File: src/design/gbns_pkg.sv
// Shared types and constants for the go-back-n sender core.
// No dependencies; imported by the controller, the datapath and the top level.
package gbns_pkg;

    // Default values for the top-level parameters
    localparam int DEF_WINDOW       = 4;
    localparam int DEF_SEQ_SPACE    = 8;
    localparam int DEF_PAYLOAD_BITS = 64;

    // Fixed port widths
    localparam int OP_W       = 2;
    localparam int DATA_PORT_W = 64;
    localparam int SEQ_PORT_W = 3;
    localparam int CNT_PORT_W = 3;
    localparam int TMR_W      = 2;

    // Operation codes
    localparam logic [OP_W-1:0] OP_SEND    = 2'd0;
    localparam logic [OP_W-1:0] OP_ACK     = 2'd1;
    localparam logic [OP_W-1:0] OP_TIMEOUT = 2'd2;

    // Timer commands
    localparam logic [TMR_W-1:0] TMR_NONE  = 2'd0;
    localparam logic [TMR_W-1:0] TMR_START = 2'd1;
    localparam logic [TMR_W-1:0] TMR_STOP  = 2'd2;

    // Controller to datapath
    typedef struct packed {
        logic accept;       // input transfer: run one send/ack/timeout step
        logic replay_load;  // move fetched entry into the output register
        logic replay_next;  // advance replay pointer, fetch next entry
    } t_dp_cmd;

    // Datapath to controller
    typedef struct packed {
        logic replay_needed; // current input is a timeout with packets in flight
        logic out_last;      // output register holds the final result of the step
    } t_dp_status;

endpackage

File: src/design/gbns_ctrl.sv
// Sequencing controller for the go-back-n sender core.
// Depends on gbns_pkg; drives the handshakes and commands the datapath.
module gbns_ctrl (
    input  logic                 i_clk,
    input  logic                 i_rst_n,
    input  logic                 i_in_valid,
    output logic                 o_in_stall,
    output logic                 o_out_valid,
    input  logic                 i_out_stall,
    input  gbns_pkg::t_dp_status i_status,
    output gbns_pkg::t_dp_cmd    o_cmd
);
    import gbns_pkg::*;

    typedef enum logic [2:0] {
        S_IDLE  = 3'b001,
        S_FETCH = 3'b010,
        S_EMIT  = 3'b100
    } t_state;

    t_state r_state, n_state;

    always_ff @(posedge i_clk) begin
        if (!i_rst_n) begin
            r_state <= S_IDLE;
        end else begin
            r_state <= n_state;
        end
    end

    always_comb begin
        n_state           = r_state;
        o_cmd             = '0;
        o_in_stall        = 1'b1;
        o_out_valid       = 1'b0;
        case (r_state)
            S_IDLE: begin
                o_in_stall = 1'b0;
                if (i_in_valid) begin
                    o_cmd.accept = 1'b1;
                    n_state = i_status.replay_needed ? S_FETCH : S_EMIT;
                end
            end
            S_FETCH: begin
                // registered memory read is ready now
                o_cmd.replay_load = 1'b1;
                n_state = S_EMIT;
            end
            S_EMIT: begin
                o_out_valid = 1'b1;
                if (!i_out_stall) begin
                    if (i_status.out_last) begin
                        n_state = S_IDLE;
                    end else begin
                        o_cmd.replay_next = 1'b1;
                        n_state = S_FETCH;
                    end
                end
            end
            default: begin
                n_state = S_IDLE;
            end
        endcase
    end

endmodule

File: src/design/gbns_datapath.sv
// Window state, packet store and result register for the go-back-n sender core.
// Depends on gbns_pkg; stepped by commands from gbns_ctrl.
module gbns_datapath #(
    parameter int WINDOW       = gbns_pkg::DEF_WINDOW,
    parameter int SEQ_SPACE    = gbns_pkg::DEF_SEQ_SPACE,
    parameter int PAYLOAD_BITS = gbns_pkg::DEF_PAYLOAD_BITS
) (
    input  logic                                i_clk,
    input  logic                                i_rst_n,
    input  gbns_pkg::t_dp_cmd                   i_cmd,
    output gbns_pkg::t_dp_status                o_status,
    input  logic [gbns_pkg::OP_W-1:0]           i_operation,
    input  logic [gbns_pkg::DATA_PORT_W-1:0]    i_payload_word,
    input  logic [gbns_pkg::SEQ_PORT_W-1:0]     i_ack_seq,
    input  logic                                i_ack_good,
    output logic                                o_accepted,
    output logic                                o_packet_valid,
    output logic [gbns_pkg::SEQ_PORT_W-1:0]     o_packet_seq,
    output logic [gbns_pkg::DATA_PORT_W-1:0]    o_packet_data,
    output logic [gbns_pkg::TMR_W-1:0]          o_timer_command,
    output logic [gbns_pkg::SEQ_PORT_W-1:0]     o_window_start,
    output logic [gbns_pkg::CNT_PORT_W-1:0]     o_outstanding,
    output logic                                o_last_of_run
);
    import gbns_pkg::*;

    localparam int USABLE = (WINDOW < SEQ_SPACE) ? WINDOW : (SEQ_SPACE - 1);
    localparam int SEQ_W  = $clog2(SEQ_SPACE);
    localparam int CNT_W  = $clog2(USABLE + 1);   // never wider than SEQ_W

    localparam logic [SEQ_W-1:0] SEQ_LAST = SEQ_W'(SEQ_SPACE - 1);
    localparam logic [SEQ_W-1:0] SEQ_MOD  = SEQ_W'(SEQ_SPACE);
    localparam logic [CNT_W-1:0] CNT_FULL = CNT_W'(USABLE);
    localparam logic [CNT_W-1:0] CNT_ONE  = CNT_W'(1);

    function automatic logic [SEQ_W-1:0] seq_inc(input logic [SEQ_W-1:0] s);
        return (s == SEQ_LAST) ? '0 : s + SEQ_W'(1);
    endfunction

    // window state
    logic [SEQ_W-1:0] r_next_seq, n_next_seq;
    logic [SEQ_W-1:0] r_base_seq, n_base_seq;
    logic [CNT_W-1:0] r_in_flight, n_in_flight;

    // replay walk
    logic [SEQ_W-1:0] r_ptr;
    logic [CNT_W-1:0] r_idx;

    // packet store
    logic [PAYLOAD_BITS-1:0] mem [SEQ_SPACE];
    logic [PAYLOAD_BITS-1:0] r_rd_data;
    logic                    wr_en, rd_en;
    logic [SEQ_W-1:0]        rd_addr;

    // result register
    logic                    r_acc, r_pkt_valid, r_last;
    logic [SEQ_W-1:0]        r_pkt_seq;
    logic [PAYLOAD_BITS-1:0] r_pkt_data;
    logic [TMR_W-1:0]        r_timer;

    // step decode
    logic                    full, empty, ack_ok;
    logic [SEQ_W-1:0]        ack_s, ack_span, ptr_inc;
    logic                    replay_start;
    logic [PAYLOAD_BITS-1:0] send_data;

    assign empty     = (r_in_flight == '0);
    assign full      = (r_in_flight >= CNT_FULL);
    assign ack_s     = SEQ_W'(i_ack_seq);
    // modular distance from base
    assign ack_span  = (ack_s >= r_base_seq) ? ack_s - r_base_seq
                                             : ack_s - r_base_seq + SEQ_MOD;
    assign ack_ok    = i_ack_good && !empty && (32'(i_ack_seq) < SEQ_SPACE)
                       && (ack_span < SEQ_W'(r_in_flight));
    assign send_data = i_payload_word[PAYLOAD_BITS-1:0];
    assign ptr_inc   = seq_inc(r_ptr);

    assign replay_start           = i_cmd.accept && (i_operation == OP_TIMEOUT) && !empty;
    assign o_status.replay_needed = (i_operation == OP_TIMEOUT) && !empty;
    assign o_status.out_last      = r_last;

    assign wr_en   = i_cmd.accept && (i_operation == OP_SEND) && !full;
    assign rd_en   = replay_start || i_cmd.replay_next;
    assign rd_addr = replay_start ? r_base_seq : ptr_inc;

    always_ff @(posedge i_clk) begin
        if (wr_en) begin
            mem[r_next_seq] <= send_data;
        end
        if (rd_en) begin
            r_rd_data <= mem[rd_addr];
        end
    end

    always_comb begin
        n_next_seq  = r_next_seq;
        n_base_seq  = r_base_seq;
        n_in_flight = r_in_flight;
        if (i_cmd.accept) begin
            case (i_operation)
                OP_SEND: begin
                    if (!full) begin
                        n_next_seq  = seq_inc(r_next_seq);
                        n_in_flight = r_in_flight + CNT_ONE;
                    end
                end
                OP_ACK: begin
                    if (ack_ok) begin
                        n_base_seq  = seq_inc(ack_s);
                        n_in_flight = r_in_flight - CNT_W'(ack_span) - CNT_ONE;
                    end
                end
                default: begin
                end
            endcase
        end
    end

    always_ff @(posedge i_clk) begin
        if (!i_rst_n) begin
            r_next_seq  <= '0;
            r_base_seq  <= '0;
            r_in_flight <= '0;
        end else begin
            r_next_seq  <= n_next_seq;
            r_base_seq  <= n_base_seq;
            r_in_flight <= n_in_flight;
        end
    end

    always_ff @(posedge i_clk) begin
        if (i_cmd.accept) begin
            r_acc       <= 1'b0;
            r_pkt_valid <= 1'b0;
            r_pkt_seq   <= '0;
            r_pkt_data  <= '0;
            r_timer     <= TMR_NONE;
            r_last      <= 1'b1;
            r_ptr       <= r_base_seq;
            r_idx       <= '0;
            case (i_operation)
                OP_SEND: begin
                    if (!full) begin
                        r_acc       <= 1'b1;
                        r_pkt_valid <= 1'b1;
                        r_pkt_seq   <= r_next_seq;
                        r_pkt_data  <= send_data;
                        r_timer     <= empty ? TMR_START : TMR_NONE;
                    end
                end
                OP_ACK: begin
                    if (ack_ok) begin
                        r_timer <= (n_in_flight == '0) ? TMR_STOP : TMR_START;
                    end
                end
                OP_TIMEOUT: begin
                    // with packets in flight the result is loaded after the fetch
                    r_timer <= TMR_START;
                end
                default: begin
                end
            endcase
        end else if (i_cmd.replay_load) begin
            r_acc       <= 1'b0;
            r_pkt_valid <= 1'b1;
            r_pkt_seq   <= r_ptr;
            r_pkt_data  <= r_rd_data;
            r_timer     <= (r_idx == '0) ? TMR_START : TMR_NONE;
            r_last      <= (CNT_W'(r_idx + CNT_ONE) == r_in_flight);
        end else if (i_cmd.replay_next) begin
            r_ptr <= ptr_inc;
            r_idx <= r_idx + CNT_ONE;
        end
    end

    assign o_accepted      = r_acc;
    assign o_packet_valid  = r_pkt_valid;
    assign o_packet_seq    = SEQ_PORT_W'(r_pkt_seq);
    assign o_packet_data   = DATA_PORT_W'(r_pkt_data);
    assign o_timer_command = r_timer;
    assign o_window_start  = SEQ_PORT_W'(r_base_seq);
    assign o_outstanding   = CNT_PORT_W'(r_in_flight);
    assign o_last_of_run   = r_last;

endmodule

File: src/design/go_back_n_sender_core.sv
// Go-back-n ARQ sender: window bookkeeping, packet store and retransmission walk.
// Depends on gbns_pkg, gbns_ctrl and gbns_datapath.
//
// One item is taken at a time; the input stalls until every result of that item
// has been transferred. A send, an ack, an unused code or a timeout with nothing
// outstanding gives one result, ready the cycle after the input transfer. A
// timeout with N > 0 packets outstanding gives N results: each replayed entry is
// first read from the registered packet store and then presented as a result.
// The packet store needs no clearing after reset; only entries written by a send
// are read.
// The timer itself and checksum checking live outside the block.
module go_back_n_sender_core #(
    parameter int WINDOW       = gbns_pkg::DEF_WINDOW,
    parameter int SEQ_SPACE    = gbns_pkg::DEF_SEQ_SPACE,
    parameter int PAYLOAD_BITS = gbns_pkg::DEF_PAYLOAD_BITS
) (
    input  logic                             i_clk,
    input  logic                             i_rst_n,
    input  logic                             i_in_valid,
    output logic                             o_in_stall,
    input  logic [gbns_pkg::OP_W-1:0]        i_operation,
    input  logic [gbns_pkg::DATA_PORT_W-1:0] i_payload_word,
    input  logic [gbns_pkg::SEQ_PORT_W-1:0]  i_ack_seq,
    input  logic                             i_ack_good,
    output logic                             o_out_valid,
    input  logic                             i_out_stall,
    output logic                             o_accepted,
    output logic                             o_packet_valid,
    output logic [gbns_pkg::SEQ_PORT_W-1:0]  o_packet_seq,
    output logic [gbns_pkg::DATA_PORT_W-1:0] o_packet_data,
    output logic [gbns_pkg::TMR_W-1:0]       o_timer_command,
    output logic [gbns_pkg::SEQ_PORT_W-1:0]  o_window_start,
    output logic [gbns_pkg::CNT_PORT_W-1:0]  o_outstanding,
    output logic                             o_last_of_run
);
    import gbns_pkg::*;

    t_dp_cmd    cmd;
    t_dp_status status;

    gbns_ctrl u_ctrl (
        .i_clk       (i_clk),
        .i_rst_n     (i_rst_n),
        .i_in_valid  (i_in_valid),
        .o_in_stall  (o_in_stall),
        .o_out_valid (o_out_valid),
        .i_out_stall (i_out_stall),
        .i_status    (status),
        .o_cmd       (cmd)
    );

    gbns_datapath #(
        .WINDOW       (WINDOW),
        .SEQ_SPACE    (SEQ_SPACE),
        .PAYLOAD_BITS (PAYLOAD_BITS)
    ) u_datapath (
        .i_clk           (i_clk),
        .i_rst_n         (i_rst_n),
        .i_cmd           (cmd),
        .o_status        (status),
        .i_operation     (i_operation),
        .i_payload_word  (i_payload_word),
        .i_ack_seq       (i_ack_seq),
        .i_ack_good      (i_ack_good),
        .o_accepted      (o_accepted),
        .o_packet_valid  (o_packet_valid),
        .o_packet_seq    (o_packet_seq),
        .o_packet_data   (o_packet_data),
        .o_timer_command (o_timer_command),
        .o_window_start  (o_window_start),
        .o_outstanding   (o_outstanding),
        .o_last_of_run   (o_last_of_run)
    );

endmodule

File: config.mk
export PLATFORM = sky130hd
export DESIGN_NAME = go_back_n_sender_core
export DESIGN_NICKNAME = d
export VERILOG_FILES = /design/src/design/gbns_pkg.sv /design/src/design/gbns_ctrl.sv /design/src/design/gbns_datapath.sv /design/src/design/go_back_n_sender_core.sv
export SDC_FILE = /design/constraint.sdc
export NUM_CORES = 1
export LEC_CHECK = 0
export ABC_AREA = 1
export BUFFER_PORTS_ARGS = -buffer_cell sky130_fd_sc_hd__buf_2
export CORE_ASPECT_RATIO = 1.75
export CORE_MARGIN = 2
export CORE_UTILIZATION = 61
export DETAILED_ROUTE_END_ITERATION = 12
export GPL_TIMING_DRIVEN = 0
export PLACE_DENSITY = 0.8
export REMOVE_ABC_BUFFERS = 1
export SYNTH_ARGS = -nofsm -noshare
export SYNTH_HDL_FRONTEND = slang
export SYNTH_SLANG_ARGS = --single-unit
File: constraint.sdc
create_clock -name i_clk -period 8.4 [get_ports i_clk]
set_input_delay 1.26 -clock i_clk [delete_from_list [all_inputs] [get_ports i_clk]]
set_output_delay 1.26 -clock i_clk [all_outputs]
set_load 0.01 [all_outputs]
== Word-level counts from Yosys, hierarchy flattened ==
Memories as Yosys holds them, arrays and structs flattened. A register that Yosys moved wholly into a read port is not among the register bits.
Index checks and enable logic that the tools add are counted.
Word-level totals
  bits in registers: 90
  memory bits (writable): 512
  bits of input ports: 74
  output and inout port bits: 80
  word-level logic and storage cells: 106
  memories: 1
Memory list
  u_datapath.mem: depth 8, bits a word 64, read ports 1, clocked after Yosys merged registers in 1, wr ports 1, line gbns_datapath.sv:50  | logic [PAYLOAD_BITS-1:0] mem [SEQ_SPACE];
Operators by class
  $add $sub $neg: 8
  order comparisons: 2
  equality and inequality tests: 12
  mux-type cells: 48
  bitwise logic cells: 2
  reduce and logical (&&, ||, !) cells: 21
Operators by type and width (count)
  $mux 64: 4
  $mux 3: 17
  $mux 1: 18
  $add 3x1->3 const B: 5
  $eq 3x3->1 const B: 4
  $mux 2: 6
  $logic_not 3->1: 3
  $pmux 3 s3: 1
  $logic_and 1x1->1: 7
  $pmux 2 s3: 1
  $pmux 3 s2: 1
  $reduce_and 2->1: 3
  $reduce_and 3->1: 2
  $sub 3x3->3: 2
  $ne 2x2->1 const B: 2
  $reduce_bool 2->1: 2
  $eq 3x1->1 const B: 1
  $eq 3x2->1 const B: 1
  $eq 3x3->1: 1
  $ge 3x3->1 const B: 1
  $lt 3x3->1: 1
  $sub 3x1->3 const B: 1
  $eq 2x1->1 const B: 1
  $eq 2x2->1 const B: 1
  5 further kinds: 7

== Logic depth before layout (Yosys ltp) ==
Gate-level depths: netlist of the first run.
  depth after elaboration: 12
  depth in mapped cells: 20
  gate-level depth less buffers: 20

== Hierarchy ==
A second synthesis of the first run with hierarchy kept.
Second synthesis, totals
  cells, all modules: 2585
  area, all modules: 28125.7 um^2
Modules (own cells, without submodules)
  gbns_datapath: instances 1, cells an instance 2549, area an instance 27921.8 um^2, sequential area each 19779.0 um^2
  gbns_ctrl: instances 1, cells an instance 36, area an instance 203.9 um^2, sequential area each 60.1 um^2

== Worst setup path before layout of the first run ==
Ideal clock, no wire load.
  kind: input to register
  from: input port i_operation[0] (netlist name)
  to: memory u_datapath.mem[1][0] (netlist name) (enable)
  library setup time: 0.565 ns
  data arrival time: 6.419 ns
  data required time: 7.835 ns
  setup slack: 1.417 ns
  stages on the path: 7
  buffers on the path: 0
  cell sequence: nor2_1 -> nand2_1 -> nor2_1 -> inv_1 -> nor2_1 -> inv_1 -> nor3_1
On the way
  longest elaborated chain between the ends: 5
RTL lines
  start: declaration: line go_back_n_sender_core.sv:21  | input logic [gbns_pkg::OP_W-1:0] i_operation,
  $logic_not 2->1: line gbns_datapath.sv:82  | assign wr_en = i_cmd.accept && (i_operation == OP_SEND) && !full;
  $logic_and 1x1->1 (2 in series): line gbns_datapath.sv:82
  $mux 1: line gbns_datapath.sv:87  | if (wr_en) begin
  $mux 1 (implied by the code): line gbns_datapath.sv:88  | mem[r_next_seq] <= send_data;
  end: declaration: line gbns_datapath.sv:50
No other way between the ends.

== Worst setup path after layout of the first run ==
  from: input port i_in_valid
  to: memory u_datapath.mem[3][21] (netlist name) (enable)
On the way
  longest elaborated chain between the ends: 6
RTL lines
  start: declaration: line go_back_n_sender_core.sv:19  | input logic i_in_valid,
  $mux 1: line gbns_ctrl.sv:39  | if (i_in_valid) begin
  $mux 1: line gbns_ctrl.sv:36  | case (r_state)
  $logic_and 1x1->1 (2 in series): line gbns_datapath.sv:82
  $mux 1: line gbns_datapath.sv:87
  $mux 1 (implied by the code): line gbns_datapath.sv:88
No other way between the ends.

==> results of run 1 <==
## cells by family after synthesis
| family | Yosys count | synth area share [%] |
|---|---|---|
| flip-flops | 666 | 72.2 |
| buffers and inverters | 470 | 7.11 |
| AND/OR/NAND/NOR | 861 | 12.3 |
| XOR/XNOR | 6 | 0.191 |
| AO/OA/AOI/OAI | 292 | 7.42 |
| adder cells (fa/ha/maj) | 16 | 0.783 |
## path summary, 6_finish.rpt
| path | startpoint | endpoint | depth (start not counted) |
|---|---|---|---|
| min | u_datapath.r_idx[1]$_SDFFE_PP0P_ | u_datapath.r_idx[1]$_SDFFE_PP0P_ | 2 |
| max reg2reg | u_ctrl.r_state[2]$_SDFFE_PN0P_ | u_datapath.mem[3][21]$_DFFE_PP_ | 15 |
| max | i_in_valid | u_datapath.mem[3][21]$_DFFE_PP_ | 13 |
| min reg2reg | u_datapath.r_idx[1]$_SDFFE_PP0P_ | u_datapath.r_idx[1]$_SDFFE_PP0P_ | 2 |
## worst reg2reg max path, cell delays in order (launching register included)
cell     delay [ps]
dfxtp_1         330
inv_1            80
nand3_2         110
inv_2           140
nand2_4         250
buf_16          330
nor2_4          680
buf_12          290
inv_1           170
nor2_1          200
inv_1           160
nor3_2          790
buf_6           290
buf_8           180
buf_6           190
buf_8           170
## per-layer routing
| layer | share of wire (%) | track usage, % | vias to the layer above |
|---|---|---|---|
| met3 | 8.4 | 4.22 | 181 |
| li1 | - | - | 8147 |
| met1 | 36 | 34.0 | 8715 |
| met2 | 52 | 46.7 | 951 |
| met4 | 3.6 | 11.7 | 8 |
| met5 | 0.087 | 0 | - |
## cells in the final DEF (no fill, tap or decap), drive strengths merged, types with 3 or more instances in the layout
cell and count:
xor2 4, a21oi 13, ha 14, diode 4, a22o 64, nor3 11
inv 356, nor2 24, clkinv 22, clkbuf 68, dfxtp 16, nand3 73
o211ai 128, nand2 751, bufinv 6, edfxtp 650, o21ai 82, buf 233
clkinvlp 3
## cell type report
class / count / area share [%]
repair buffers: 233 / 6.27
well taps: 572 / 2.28
diodes: 4 / 0.0318
clock inverters: 31 / 0.959
multi-input cells: 1175 / 18.4
flip-flops and latches: 666 / 63.1
clock buffers: 68 / 4.67
inverters: 356 / 4.27
## sequential cells by signal (all words and copies together), names as in the netlist
register and cells:
u_datapath.mem 512, u_datapath.o_timer_command 2, u_datapath.o_accepted 1, u_datapath.o_last_of_run 1
u_datapath.o_packet_seq 3, u_datapath.o_outstanding 3, u_datapath.o_packet_data 64, u_datapath.r_rd_data 64
u_datapath.r_idx 3, u_datapath.o_window_start 3, u_datapath.o_packet_valid 1, u_datapath.r_next_seq 3
u_ctrl.r_state 3, u_datapath.r_ptr 3
## where the power goes
part	internal, uW	switching [uW]	total, uW
registers	3800	26.9	3820
logic	530	1050	1580
clock network	1420	1140	2560
total	5750	2220	7970
## per-stage QoR
stage / area, um^2 / power [uW] / setup TNS (ps)
global placement: 28300 / 5430 / -6775050
floorplan: 26900 / 4930 / -937660
detailed placement: 29700 / 5450 / 0
CTS: 31400 / 7970 / 0
global route: 31400 / 8270 / 0
finish: 31400 / 7970 / 0
==> impl_metrics.py, run 1 <==
metrics = {
    "global_route": {
        "grt-ovfl-total": 0,
        "grt_usage_pct": 27.1,
        "antenna_found_initial": 8,
        "grt_pass1_wl_mm": 96.8,
        "grt_pass1_vias": 18200,
        "grt_max_degree": 165,
    },
    "sta": {
        "drv_slew": 0,
        "maxSlewHeadroom_pct": 24.3,
        "max_freq_mhz": 207,
        "setup_viol": 0,
        "skew_ps": 17.2,
        "rsz0062_at_grt": "no",
        "period_needed_ps": 4830,
        "timing.final.ws_setup_ps": 3570,
        "final-hold-violation-count": 0,
        "timing.hold.ws_ps": 504,
        "min_period_over_period_pct": 57.5,
        "worst_pin_slew_ps": 1130,
    },
    "clock_network": {
        "ctsHoldBuffers": 0,
        "clock_latency_ps": 600,
        "post_cts_resized": 0,
        "cts-root-buf": "clkbuf_16",
        "h-tree-depth": 2,
        "max-clock-path-buffers": 3,
        "cts.sinks": 666,
        "cts_tree": "built",
        "tritoncts.num_buffers": 54,
        "clk_pin_slew_ps": 70,
        "cts_setup_buffers": 0,
    },
    "detailed_routing": {
        "drt_iter0_drc": 1841,
        "dr.pass1.iters": 9,
        "wirelength_mm": 63.6,
        "via_per_inst": 5.80,
        "antenna_left": 0,
        "vias": 18000,
        "wl_per_cell_um": 20.5,
        "drc": 0,
    },
    "worst_setup_path": {
        "worstSetupPathType": "input port to flop",
        "required_ps": 8700,
        "worstSetupStartpointType": "input port",
        "critPathCaptureType": "flop",
        "crit_slowest_cell": "nor3_2",
        "crit_chain": "buf_2 -> nand2_4 -> buf_16 -> nor2_4 -> buf_12 -> inv_1 -> nor2_1 -> inv_1 -> nor3_2 -> buf_6 -> buf_8 -> buf_6 -> buf_8",
        "max_stage_delay_ps": 790,
        "cp_top_family": "buffers and inverters",
        "crit_fanout": 58,
        "cp.arrival_ps": 5130,
        "critPathBufInv": 9,
        "r2r_slack_ps": 3760,
    },
    "floorplanning": {
        "dieHeight_um": 285,
        "die_area_um2": 46800,
        "start_util_pct": 61.9,
        "fp-row-count": 102,
        "core-area_um2": 44400,
        "die_width_um": 164,
        "io_pins": 154,
    },
    "placed_design": {
        "dp_slack_ps": 3000,
        "dp_hpwl_mm": 38.3,
        "io_buffers": 153,
        "dp.cells": 3002,
        "gp_congestion": 0.799,
    },
    "logic_synthesis": {
        "synth_warnings": 0,
        "yosysMostFrequentCell": "nand2_1",
        "syn_inst": 2311,
        "ys_ff_latch": 666,
        "ys_top_cells_by_area": "edfxtp_1, nand2_1, inv_1",
        "ys.flop_type": "edfxtp_1",
        "synth_commonest_cells": "nand2_1, edfxtp_1, inv_1",
        "syn_area_per_cell_um2": 11.9,
        "yosysTopAreaCell": "edfxtp_1",
        "seq_area_frac_synth_pct": 72.2,
        "synth_edf_count": 650,
        "ys_types": 34,
        "synthArstFlopShare_pct": 0,
        "synth_area_um2": 27500,
        "netlist.area_leader.share_pct": 71.0,
    },
    "pwr": {
        "peakVddDrop_v": 0.000176,
        "p_per_area_nw_per_um2": 253,
        "p_leak_uw": 0.0128,
    },
    "finish": {
        "utilization_pct": 70.8,
        "area_delta_synth_final_pct": 14.4,
        "finalNonFillerCells": 3105,
        "fillers": 2778,
        "multi_input_area_um2": 5790,
        "final_nets": 2576,
        "seq_area_um2": 19800,
        "drive_above_1_share_pct": 13.2,
    },
    "run": {
        "cap_viol_max_count": 0,
    },
    "status": {
        "run_status": "finished clean",
    },
    "hold_path": {
        "hp-class": "flop to flop",
    },
}
Note: power is estimated with default switching activity, not from simulation.
==> run 2: changes to the inputs <==
--- a/config.mk
+++ b/config.mk
@@ -5,14 +5,14 @@
 export SDC_FILE = /design/constraint.sdc
 export NUM_CORES = 1
 export LEC_CHECK = 0
-export ABC_AREA = 1
+export ABC_AREA = 0
 export BUFFER_PORTS_ARGS = -buffer_cell sky130_fd_sc_hd__buf_2
 export CORE_ASPECT_RATIO = 1.75
 export CORE_MARGIN = 2
-export CORE_UTILIZATION = 61
+export CORE_UTILIZATION = 60
 export DETAILED_ROUTE_END_ITERATION = 12
 export GPL_TIMING_DRIVEN = 0
-export PLACE_DENSITY = 0.8
+export PLACE_DENSITY = 0.79
 export REMOVE_ABC_BUFFERS = 1
 export SYNTH_ARGS = -nofsm -noshare
 export SYNTH_HDL_FRONTEND = slang
==> constraint.sdc (replaced) <==
create_clock -name i_clk -period 4.6 [get_ports i_clk]
set_input_delay 0.69 -clock i_clk [delete_from_list [all_inputs] [get_ports i_clk]]
set_output_delay 0.69 -clock i_clk [all_outputs]
set_load 0.01 [all_outputs]
==> run 2 against run 1 <==
- non-clock buffer count grew 4
- worst hold slack worse by 160 ps
- synthesized area down 6.8%
- first-iteration DRC count rose by 11%
- utilization rose by 0.067 points
- critical endpoint is now u_datapath.mem[6][25]$_DFFE_PP_
- final area decreased by 4.7%
==> impl_metrics.py, run 2 <==
metrics = {
    "status": {
        "run_status": "finished clean",
    },
    "sta": {
        "rsz0062_at_grt": "no",
        "max_freq_mhz": 232,
        "setup_viol": 0,
        "drv_slew": 0,
        "worst_pin_slew_ps": 917,
        "skew_ps": 28.7,
        "timing.final.ws_setup_ps": 298,
        "min_period_over_period_pct": 93.5,
        "final-hold-violation-count": 0,
        "period_needed_ps": 4300,
        "maxSlewHeadroom_pct": 38.6,
    },
    "floorplanning": {
        "dieHeight_um": 277,
        "start_util_pct": 60.6,
        "die_area_um2": 44400,
        "core-area_um2": 42300,
        "die_width_um": 160,
        "fp-row-count": 100,
        "io_pins": 154,
    },
    "detailed_routing": {
        "wirelength_mm": 61.5,
        "detailroute.wirelength.met3_mm": 5.34,
        "wl_per_cell_um": 24.6,
        "drt_iter0_drc": 2052,
        "vias": 15900,
        "route.met2.wl_mm": 31.5,
        "met1Wirelength_mm": 22.4,
        "dr.pass1.iters": 6,
        "antenna_left": 0,
        "top_layer": "met4",
        "drc": 0,
        "via_per_inst": 6.34,
    },
    "finish": {
        "utilization_pct": 70.8,
        "final_area_um2": 30000,
        "final_nets": 1979,
        "largest_reg_flops": 512,
        "area_delta_synth_final_pct": 17.0,
        "top_register": "u_datapath.mem",
        "drive_above_1_share_pct": 17.6,
        "finalNonFillerCells": 2499,
        "mostFrequentLayoutCells": "edfxtp_1, nand2_1, buf_2",
        "final_common_cell": "edfxtp_1",
    },
    "logic_synthesis": {
        "synth_commonest_cells": "edfxtp_1, nand2_1, nand3_1",
        "netlist.area_leader.share_pct": 76.2,
        "ys.flop_type": "edfxtp_1",
        "ys_types": 45,
        "ys_top_cells_by_area": "edfxtp_1, nand2_1, mux2i_1",
        "ys_ff_latch": 666,
        "synth_edf_count": 650,
        "synthArstFlopShare_pct": 0,
        "synth_warnings": 0,
        "yosysTopAreaCell": "edfxtp_1",
        "synth_area_um2": 25600,
        "seq_area_frac_synth_pct": 77.4,
        "syn_area_per_cell_um2": 15.2,
        "yosysMostFrequentCell": "edfxtp_1",
        "syn_inst": 1690,
    },
    "placed_design": {
        "dp_hpwl_mm": 36.2,
        "dp.cells": 2390,
        "placed_area_um2": 28100,
        "gp_congestion": 0.852,
        "io_buffers": 153,
        "dp_slack_ps": -158,
    },
    "clock_network": {
        "max-clock-path-buffers": 3,
        "ctsHoldBuffers": 0,
        "h-tree-depth": 2,
        "cts.sinks": 666,
        "tritoncts.num_buffers": 54,
        "clk_pin_slew_ps": 70,
        "cts-root-buf": "clkbuf_16",
        "cts_tree": "built",
        "clock_latency_ps": 600,
    },
    "global_route": {
        "grt-ovfl-total": 0,
        "grt_pass1_vias": 15900,
        "grt_max_degree": 113,
        "antenna_found_initial": 4,
        "grt_pass1_wl_mm": 91.3,
        "grt_usage_pct": 27.1,
    },
    "hold_path": {
        "hold_path_end": "u_ctrl.r_state[0]$_SDFFE_PN1P_",
        "hold_depth": 2,
        "hp-class": "input port to flop",
        "min_from": "i_rst_n",
    },
    "worst_setup_path": {
        "max_stage_delay_ps": 650,
        "r2r_start": "u_ctrl.r_state[0]$_SDFFE_PN1P_",
        "reg2regPathDepth": 9,
        "crit_slowest_cell": "nor2_4",
        "critPathBufInv": 4,
        "cp_top_family": "simple AND/OR/NAND/NOR gates",
        "critPathCaptureType": "flop",
        "r2r_end": "u_datapath.mem[6][25]$_DFFE_PP_",
        "crit_fanout": 47,
        "worstSetupStartpointType": "flop",
        "required_ps": 4890,
        "crit_top_cell": "buf_16",
        "crit_chain": "or3b_2 -> nor2_2 -> nand2_2 -> inv_6 -> buf_16 -> nand2_1 -> nor2_4 -> buf_16 -> buf_16",
        "cp.arrival_ps": 4590,
        "worstSetupPathType": "flop to flop",
        "r2r_slack_ps": 300,
    },
    "run": {
        "cap_viol_max_count": 0,
    },
    "pwr": {
        "peakVddDrop_v": 0.000341,
        "p_leak_uw": 0.0105,
        "p_per_area_nw_per_um2": 447,
        "p_total_uw": 13400,
    },
}
[run 2: worst max path at each step]
stage                              startpoint                                  to  slack [ps]  cells past startpoint
2_1_floorplan                      i_in_valid   u_datapath.r_rd_data[0]$_DFFE_PP_      -11130                      6
3_3_place_gp                       i_in_valid  u_datapath.r_rd_data[36]$_DFFE_PP_      -19910                      7
3_5_place_dp   u_ctrl.r_state[0]$_SDFFE_PN1P_     u_datapath.mem[5][11]$_DFFE_PP_        -160                      9
4_1_cts        u_ctrl.r_state[0]$_SDFFE_PN1P_     u_datapath.mem[4][11]$_DFFE_PP_          60                     10
5_1_grt        u_ctrl.r_state[0]$_SDFFE_PN1P_     u_datapath.mem[6][20]$_DFFE_PP_         180                      9
6_report       u_ctrl.r_state[0]$_SDFFE_PN1P_     u_datapath.mem[6][25]$_DFFE_PP_         300                      9
[run 2: metrics by stage]
step,hold WS [ps],setup TNS (ps)
global route,331,0
floorplan,453,-1770490
CTS,320,0
global placement,476,-5395870
detailed placement,517,-4170
finish,339,0
[run 2: logic make-up (layout without fill, tap and decap cells)]
group / Yosys count / count (layout) / share of synthesized area (%)
AO/OA/AOI/OAI: 160 / 160 / 5.30
multiplexers: 67 / 67 / 2.64
adder cells (fa/ha/maj): 16 / 16 / 0.840
AND/OR/NAND/NOR: 664 / 665 / 11.4
buffers and inverters: 108 / 348 / 2.08
XOR/XNOR: 9 / 9 / 0.308
flip-flops: 666 / 666 / 77.4
other: 0 / 7 / 0
[run 2: final cells by class]
class                      count  area [um^2]
antenna                        7         17.5
clock buffer                  65         1410
clock inverter                33          372
fill                        2571        12300
inverter                      13         53.8
multi-input combinational    917         5380
sequential                   666        19800
tap                          561          702
timing repair buffer         237         2180
[run 2: layer usage]
layer  vias up  GRT usage [%]
met5         -              0
li1       6769              -
met3       175           3.59
met1      7903           34.4
met4         0           13.0
met2      1004           46.3
[run 2: repair_timing]
item                                    in CTS  in global routing
buffers inserted                             0                  3
pin swaps                                    1                  1
gates cloned                                 1                  0
resized for setup                            1                  3
endpoints found under the setup margin      66                 69
[run 2: report_power, final]
part	internal (uW)	switching [uW]	leakage (uW)	total, uW
clock	2640	2080	0.000867	4720
sequential	6840	34.0	0.00603	6870
combinational	703	1090	0.00365	1800
total	10200	3210	0.0105	13400
[run 2: worst reg2reg max path, cell delays in order, from the launching register on]
cell     delay [ps]
dfxtp_1         420
or3b_2          540
nor2_2          500
nand2_2         340
inv_6           330
buf_16          310
nand2_1         460
nor2_4          650
buf_16          260
buf_16          190
